### src/wshc_pkg.sv
// wshc_pkg: shared constants and types for the window size hint constrainer.
// No dependencies; used by wshc_rem_pipe, wshc_lane and the top level.
package wshc_pkg;

    // Remainder operands handled side by side in each lane
    localparam int REM_OPS = 3;
    localparam int OP_VAL  = 0;   // clamped request minus base
    localparam int OP_LO   = 1;   // effective minimum minus base
    localparam int OP_HI   = 2;   // distance between effective maximum and base

    localparam int CFG_IDX_BITS = 3;

    typedef enum logic [CFG_IDX_BITS-1:0] {
        REG_BASE_WIDTH  = 3'd0,
        REG_BASE_HEIGHT = 3'd1,
        REG_MIN_WIDTH   = 3'd2,
        REG_MIN_HEIGHT  = 3'd3,
        REG_MAX_WIDTH   = 3'd4,
        REG_MAX_HEIGHT  = 3'd5,
        REG_WIDTH_STEP  = 3'd6,
        REG_HEIGHT_STEP = 3'd7
    } cfg_reg_t;

endpackage

### src/wshc_rem_pipe.sv
// wshc_rem_pipe: pipelined restoring remainder, one dividend bit per stage,
// several dividends against one static divisor. Depends on wshc_pkg.
module wshc_rem_pipe #(
    parameter int W = 16
) (
    input  logic         clk,
    input  logic         en,
    input  logic [W-1:0] divisor,
    input  logic [W-1:0] dvd_in  [wshc_pkg::REM_OPS],
    output logic [W-1:0] rem_out [wshc_pkg::REM_OPS]
);

    logic [W-1:0] rem_reg   [W][wshc_pkg::REM_OPS];
    logic [W-1:0] dvd_reg   [W][wshc_pkg::REM_OPS];
    logic [W-1:0] rem_prev  [W][wshc_pkg::REM_OPS];
    logic [W-1:0] dvd_prev  [W][wshc_pkg::REM_OPS];
    logic [W-1:0] rem_next  [W][wshc_pkg::REM_OPS];

    always_comb
    begin
        logic [W:0] trial;
        for (int o = 0; o < wshc_pkg::REM_OPS; o++)
        begin
            rem_prev[0][o] = '0;
            dvd_prev[0][o] = dvd_in[o];
        end
        for (int s = 1; s < W; s++)
        begin
            for (int o = 0; o < wshc_pkg::REM_OPS; o++)
            begin
                rem_prev[s][o] = rem_reg[s-1][o];
                dvd_prev[s][o] = dvd_reg[s-1][o];
            end
        end
        // stage s brings in dividend bit W-1-s, MSB first
        for (int s = 0; s < W; s++)
        begin
            for (int o = 0; o < wshc_pkg::REM_OPS; o++)
            begin
                trial = {rem_prev[s][o], dvd_prev[s][o][W-1-s]};
                if (trial >= {1'b0, divisor})
                begin
                    trial = trial - {1'b0, divisor};
                end
                rem_next[s][o] = trial[W-1:0];
            end
        end
    end

    always_ff @(posedge clk)
    begin
        if (en)
        begin
            for (int s = 0; s < W; s++)
            begin
                for (int o = 0; o < wshc_pkg::REM_OPS; o++)
                begin
                    rem_reg[s][o] <= rem_next[s][o];
                    dvd_reg[s][o] <= dvd_prev[s][o];
                end
            end
        end
    end

    always_comb
    begin
        for (int o = 0; o < wshc_pkg::REM_OPS; o++)
        begin
            rem_out[o] = rem_reg[W-1][o];
        end
    end

endmodule

### src/wshc_lane.sv
// wshc_lane: one axis of the size constrainer (clamp, snap, re-round).
// Depends on wshc_pkg and wshc_rem_pipe.
module wshc_lane #(
    parameter int W = 16
) (
    input  logic         clk,
    input  logic         en,
    input  logic [W-1:0] base_size,
    input  logic [W-1:0] min_size,
    input  logic [W-1:0] max_size,
    input  logic [W-1:0] step_size,
    input  logic [W-1:0] req,
    input  logic         fit,
    output logic [W-1:0] res,
    output logic [W-1:0] raw
);

    // config-derived values; the user must keep them static while items are in flight, the lane does not enforce it
    logic [W-1:0] min_eff;
    logic [W-1:0] lo;
    logic [W-1:0] lo_minus_base;
    logic [W-1:0] step_eff;
    logic [W:0]   lo_step;

    assign min_eff       = (min_size == '0) ? W'(1) : min_size;
    assign lo            = (base_size > min_eff) ? base_size : min_eff;
    assign lo_minus_base = lo - base_size;
    assign step_eff      = (step_size == '0) ? W'(1) : step_size;
    assign lo_step       = {1'b0, lo} + {1'b0, step_eff};

    // stage 0: maximum clamp and effective maximum
    logic [W-1:0] v1_next, hi0_next;
    logic [W-1:0] v1_reg, hi0_reg, raw0_reg;

    // clamp to the hint maximum; a make-fit maximum is the request capped by any hint maximum and never clips it
    assign v1_next  = ((max_size != '0) && (req > max_size)) ? max_size : req;
    assign hi0_next = (fit && ((req < max_size) || (max_size == '0))) ? req : max_size;

    always_ff @(posedge clk)
    begin
        if (en)
        begin
            v1_reg   <= v1_next;
            hi0_reg  <= hi0_next;
            raw0_reg <= req;
        end
    end

    // stage 1: minimum clamp and distances from base
    logic         v1_lt_lo;
    logic         hilt_next;
    logic [W-1:0] v2_next;
    logic [W-1:0] dvd_next [wshc_pkg::REM_OPS];
    logic [W-1:0] dvd_reg  [wshc_pkg::REM_OPS];
    logic [W-1:0] v2_reg, hi1_reg, raw1_reg;
    logic         hilt1_reg;

    assign v1_lt_lo  = v1_reg < lo;
    assign hilt_next = hi0_reg < base_size;
    assign v2_next   = v1_lt_lo ? lo : v1_reg;

    always_comb
    begin
        dvd_next[wshc_pkg::OP_VAL] = v1_lt_lo ? lo_minus_base : (v1_reg - base_size);
        dvd_next[wshc_pkg::OP_LO]  = lo_minus_base;
        dvd_next[wshc_pkg::OP_HI]  = hilt_next ? (base_size - hi0_reg) : (hi0_reg - base_size);
    end

    always_ff @(posedge clk)
    begin
        if (en)
        begin
            dvd_reg   <= dvd_next;
            v2_reg    <= v2_next;
            hi1_reg   <= hi0_reg;
            hilt1_reg <= hilt_next;
            raw1_reg  <= raw0_reg;
        end
    end

    // remainders by the increment
    logic [W-1:0] rem [wshc_pkg::REM_OPS];

    wshc_rem_pipe #(
        .W (W)
    ) u_rem (
        .clk     (clk),
        .en      (en),
        .divisor (step_eff),
        .dvd_in  (dvd_reg),
        .rem_out (rem)
    );

    // side data delayed to match the remainder pipeline
    logic [W-1:0] v2_dl_reg  [W];
    logic [W-1:0] hi_dl_reg  [W];
    logic [W-1:0] raw_dl_reg [W];
    logic [W-1:0] hilt_dl_reg;

    always_ff @(posedge clk)
    begin
        if (en)
        begin
            v2_dl_reg[0]   <= v2_reg;
            hi_dl_reg[0]   <= hi1_reg;
            raw_dl_reg[0]  <= raw1_reg;
            hilt_dl_reg[0] <= hilt1_reg;
            for (int s = 1; s < W; s++)
            begin
                v2_dl_reg[s]   <= v2_dl_reg[s-1];
                hi_dl_reg[s]   <= hi_dl_reg[s-1];
                raw_dl_reg[s]  <= raw_dl_reg[s-1];
                hilt_dl_reg[s] <= hilt_dl_reg[s-1];
            end
        end
    end

    // stage A: snapped-down, rounded-up and re-rounded-down candidates
    logic [W-1:0] hi_d;
    logic [W-1:0] a_next, c_next;
    logic [W:0]   b_next;
    logic [W-1:0] a_reg, c_reg, hia_reg, rawa_reg;
    logic [W:0]   b_reg;

    assign hi_d   = hi_dl_reg[W-1];
    assign a_next = v2_dl_reg[W-1] - rem[wshc_pkg::OP_VAL];
    assign b_next = (rem[wshc_pkg::OP_LO] == '0) ? {1'b0, lo}
                                                 : (lo_step - {1'b0, rem[wshc_pkg::OP_LO]});
    // maximum below base: truncation toward zero moves up toward the base
    assign c_next = hilt_dl_reg[W-1] ? (hi_d + rem[wshc_pkg::OP_HI])
                                     : (hi_d - rem[wshc_pkg::OP_HI]);

    always_ff @(posedge clk)
    begin
        if (en)
        begin
            a_reg    <= a_next;
            b_reg    <= b_next;
            c_reg    <= c_next;
            hia_reg  <= hi_d;
            rawa_reg <= raw_dl_reg[W-1];
        end
    end

    // stage B (feeds the output register): pick the candidate.
    // Only the round-down from the maximum can reach zero (base 0 and a
    // maximum under one increment); it is lifted to 1.
    logic a_lt_lo, a_gt_hi, b_gt_hi, hi_set;
    logic [W-1:0] c_fix;

    assign a_lt_lo = a_reg < lo;
    assign a_gt_hi = a_reg > hia_reg;
    assign b_gt_hi = b_reg > {1'b0, hia_reg};
    assign hi_set  = hia_reg != '0;
    assign c_fix   = (c_reg == '0) ? W'(1) : c_reg;

    always_comb
    begin
        if (a_lt_lo)
        begin
            if (hi_set && b_gt_hi)
            begin
                res = c_fix;
            end
            else if (b_reg[W])
            begin
                res = '1;
            end
            else
            begin
                res = b_reg[W-1:0];
            end
        end
        else if (hi_set && a_gt_hi)
        begin
            res = c_fix;
        end
        else
        begin
            res = a_reg;
        end
    end

    assign raw = rawa_reg;

endmodule

### config.mk
export PLATFORM = sky130hd
export DESIGN_NAME = wshc_lane
export DESIGN_NICKNAME = d
export VERILOG_FILES = /design/src/wshc_pkg.sv /design/src/wshc_rem_pipe.sv /design/src/wshc_lane.sv
export SDC_FILE = /design/constraint.sdc
export NUM_CORES = 2
export LEC_CHECK = 0
export ABC_AREA = 0
export ABC_CLOCK_PERIOD_IN_PS = 8200
export BUFFER_PORTS_ARGS = -buffer_cell sky130_fd_sc_hd__buf_4
export CORE_MARGIN = 3
export CORE_UTILIZATION = 64
export DETAILED_ROUTE_END_ITERATION = 6
export PLACE_DENSITY = 0.92
export SLEW_MARGIN = 20
export SYNTH_ARGS = -nofsm -noshare
export SYNTH_HDL_FRONTEND = slang
export SYNTH_SLANG_ARGS = --single-unit
### constraint.sdc
create_clock -name clk -period 8.2 [get_ports clk]
set_clock_uncertainty 0.1 [all_clocks]
set_input_delay 0.41 -clock clk [delete_from_list [all_inputs] [get_ports clk]]
set_output_delay 0.41 -clock clk [all_outputs]
set_load 0.005 [all_outputs]
==> results.sh <==
export IMPL_run_status="finished, violations left"
export IMPL_failed_checks="DRC"
export IMPL_fraction_of_final_layout_cells_sized_beyond_drive_strength_1=0.0918
export IMPL_clock_power_share=0.214
export IMPL_first_global_vias=77400
export IMPL_final_cell_count_no_fill=11900
export IMPL_rsz0062_at_grt="false"
export IMPL_timing_worst_slew_pin_value_ns=1.20
export IMPL_post_dp_hpwl_um=183000
export IMPL_share_comb_of_total_power=0.413
export IMPL_vias_per_cell=6.63
export IMPL_place_inst=11500
export IMPL_timing_setup_tns_ns=0
export IMPL_commonest_cells_after_routing_fill_and_taps_aside="sky130_fd_sc_hd__edfxtp_1 (2138), sky130_fd_sc_hd__a21oi_1 (940), sky130_fd_sc_hd__ha_1 (930)"
export IMPL_design_core_area_sq_um=174000
export IMPL_maxSlewViolCount=0
export IMPL_yosysWarningCount=0
export IMPL_timing_hold_worst_class="in2reg"
export IMPL_floorplan_die_width_um=425
export IMPL_pwr_share_seq=0.373
export IMPL_postRouteWirelength_um=297000
export IMPL_buffer_ports_inserted=114
export IMPL_power_density_nw_per_um2=378
export IMPL_ctsHtreeMaxLevel=4
export IMPL_dr_pass1_iters=7
export IMPL_initial_core_util=0.645
export IMPL_finalSetupViolations=0
export IMPL_max_freq_mhz=138
export IMPL_fin_nets=10500
export IMPL_met3_length_um=31500
export IMPL_clock_latency_ns=0.90
export IMPL_largest_register_ff_count=768
export IMPL_swShare=0.376
export IMPL_fin_hold_ws_ns=0.0607
export IMPL_synth_yosys_seq_area_share=0.572
export IMPL_wl_met2_um=137000
export IMPL_layout_core_utilization=0.712
export IMPL_end_kind="output pin"
export IMPL_arrival_ns=6.75
export IMPL_cts_num_sinks=2138
export IMPL_grt_first_pass_wirelength_um=446000
export IMPL_drc=497
export IMPL_synth_ff_latch_count=2138
export IMPL_antenna_found_initial=22
export IMPL_clkTransAtPathRegs_ns=0.07
export IMPL_synthesis_instances=9088
export IMPL_timing_max_cap_violations=0
export IMPL_tritoncts="yes"
export IMPL_area_growth_synth_to_final_pct=10.5
export IMPL_drt_met1_wl_um=107000
export IMPL_route_vias_total=79000
export IMPL_pin_count=115
export IMPL_maximum_number_of_pins_on_one_net_before_global_route_repair=194
export IMPL_antenna_left=0
export IMPL_power_report_internal_total_w=0.0293
export IMPL_timing_final_crit_share=0.886
export IMPL_gr_usage_all_layers=0.322
export IMPL_synth_edff_count=2138
export IMPL_timing_critical_path_from_type="input pin"
export IMPL_routed_wire_length_per_instance_um=24.9
export IMPL_cts_root_buffer_type="sky130_fd_sc_hd__clkbuf_16"
export IMPL_detail_route_iter0_violations=10500
export IMPL_postSynthAreaPerCell_sq_um=12.3
export IMPL_syn_cell_area_sq_um=112000
export IMPL_power_net_switching_w=0.0176
export IMPL_cp_max_fo=33
export IMPL_top_reg_cell_synth="sky130_fd_sc_hd__edfxtp_1"
export IMPL_hold_violations=0
export IMPL_placement_rows=153
export IMPL_synth_async_sr_flop_share=0
export IMPL_worst_setup_path_type="in2out"
export IMPL_leakage_nw=48.4
export IMPL_highest_layer="met5"
export IMPL_mostFrequentLayoutCell="sky130_fd_sc_hd__edfxtp_1"
export IMPL_cp_data_required_time_ns=7.69
export IMPL_num_cts_buffers=209
export IMPL_overflow=0
export IMPL_die_area_sq_um=180000
export IMPL_post_synth_net_total=10200
export IMPL_vdd_ir_drop_worst_mv=0.279
export IMPL_max_clock_path_buffers=3
export IMPL_gp_routability_congestion=0.952
export IMPL_floorplan_die_height_um=425
export IMPL_distinct_cells_synth=69
export IMPL_timing_slew_headroom=0.192
export IMPL_period_needed_ns=7.26
layout make-up:
class | instances | area [sq um]
clock buffer | 240 | 5350
inverter | 459 | 1720
sequential | 2138 | 64200
clock inverter | 153 | 1830
tap | 2325 | 2910
antenna | 25 | 62.6
multi-input combinational | 6344 | 45900
fill | 10700 | 50100
timing repair buffer | 229 | 1940
worst max-delay path, stage by stage:
cell and delay (ns):
sky130_fd_sc_hd__dlygate4sd3_1 0.54, sky130_fd_sc_hd__buf_4 0.19, sky130_fd_sc_hd__inv_1 0.10, sky130_fd_sc_hd__ha_1 0.23, sky130_fd_sc_hd__nor2b_1 0.14, sky130_fd_sc_hd__o211ai_1 0.11
sky130_fd_sc_hd__a2111o_1 0.41, sky130_fd_sc_hd__a31oi_4 0.80, sky130_fd_sc_hd__nor2_1 0.13, sky130_fd_sc_hd__a21oi_2 0.63, sky130_fd_sc_hd__ha_1 0.42, sky130_fd_sc_hd__a21oi_1 0.15
sky130_fd_sc_hd__nor2b_1 0.16, sky130_fd_sc_hd__o21ai_0 0.11, sky130_fd_sc_hd__a21oi_1 0.18, sky130_fd_sc_hd__nor3_1 0.11, sky130_fd_sc_hd__o21bai_1 0.28, sky130_fd_sc_hd__a211o_1 0.45
sky130_fd_sc_hd__mux2i_2 0.69, sky130_fd_sc_hd__a222oi_1 0.28, sky130_fd_sc_hd__buf_4 0.21
power groups by stage:
stage | sequential, W | clock [W] | combinational, W
after detailed placement | 0.0175 | 0 | 0.0179
final | 0.0175 | 0.0100 | 0.0194
after floorplan | 0.0165 | 0 | 0.0137
after global placement | 0.0174 | 0 | 0.0170
after global routing | 0.0176 | 0.0105 | 0.0210
after CTS | 0.0173 | 0.0101 | 0.0186
routing by layer:
metal / track usage / vias to the layer above
met5: 0.00565 / -
met4: 0.189 / 16
met3: 0.0887 / 1579
met2: 0.515 / 5308
met1: 0.393 / 37200
li1: - / 34900
cell families (layout without fill, tap and decap cells):
| family | Yosys count | in the layout | synth area share |
|---|---|---|---|
| AOI/OAI and AO/OA | 2083 | 2083 | 0.114 |
| xor gates and xnor gates | 679 | 679 | 0.0530 |
| adders and majority gates | 994 | 994 | 0.115 |
| buffers and inverters | 606 | 1081 | 0.0203 |
| DFF | 2138 | 2138 | 0.572 |
| muxes | 278 | 278 | 0.0275 |
| other | 0 | 25 | 0 |
| and+or+nand+nor | 2310 | 2310 | 0.0975 |
final timing paths:
check	startpoint	endpoint	slack, ns	cells past startpoint
worst max-delay path	base_size[0]	res[14]	0.94	21
worst min register to register	u_rem.dvd_reg[2][1]$_DFFE_PP_	u_rem.dvd_reg[2][49]$_DFFE_PP_	0.26	0
worst max register to register	u_rem.rem_reg[15][20]$_DFFE_PP_	b_reg[14]$_DFFE_PP_	3.41	13
worst min-delay path	min_size[15]	dvd_reg[31]$_DFFE_PP_	0.06	4
synthesized netlist by cell type (all sizes together) (65+ instances only):
cell type / n / area (sq um)
a21o: 259 / 1940
a21oi: 942 / 4710
clkbuf: 133 / 499
edfxtp: 2138 / 64200
ha: 930 / 11600
inv: 458 / 1720
mux2: 241 / 2710
nand2: 373 / 1400
nand3: 83 / 415
nand4: 204 / 1280
nor2: 875 / 3280
nor2b: 169 / 1060
nor3: 261 / 1310
o211ai: 65 / 488
o21a: 90 / 676
o21ai: 260 / 1300
or3: 102 / 638
xnor2: 405 / 3550
xor2: 274 / 2400
per-stage QoR:
| step | area, sq um | power, W | worst slack [ns] |
|---|---|---|---|
| after floorplan | 112000 | 0.0303 | 1.56 |
| after global placement | 116000 | 0.0343 | 1.68 |
| after detailed placement | 116000 | 0.0353 | 1.30 |
| after CTS | 124000 | 0.0460 | 0.882 |
| after global routing | 124000 | 0.0490 | 0.879 |
| final | 124000 | 0.0469 | 0.935 |
repair_timing:
| action | 4_1_cts | 5_1_grt |
|---|---|---|
| hold buffers | 33 | 1 |
| endpoints found under the hold margin | 49 | 2 |
| setup buffers | 0 | 0 |
| resized for setup | 0 | 0 |
Note: power is estimated with default switching activity, not from simulation.
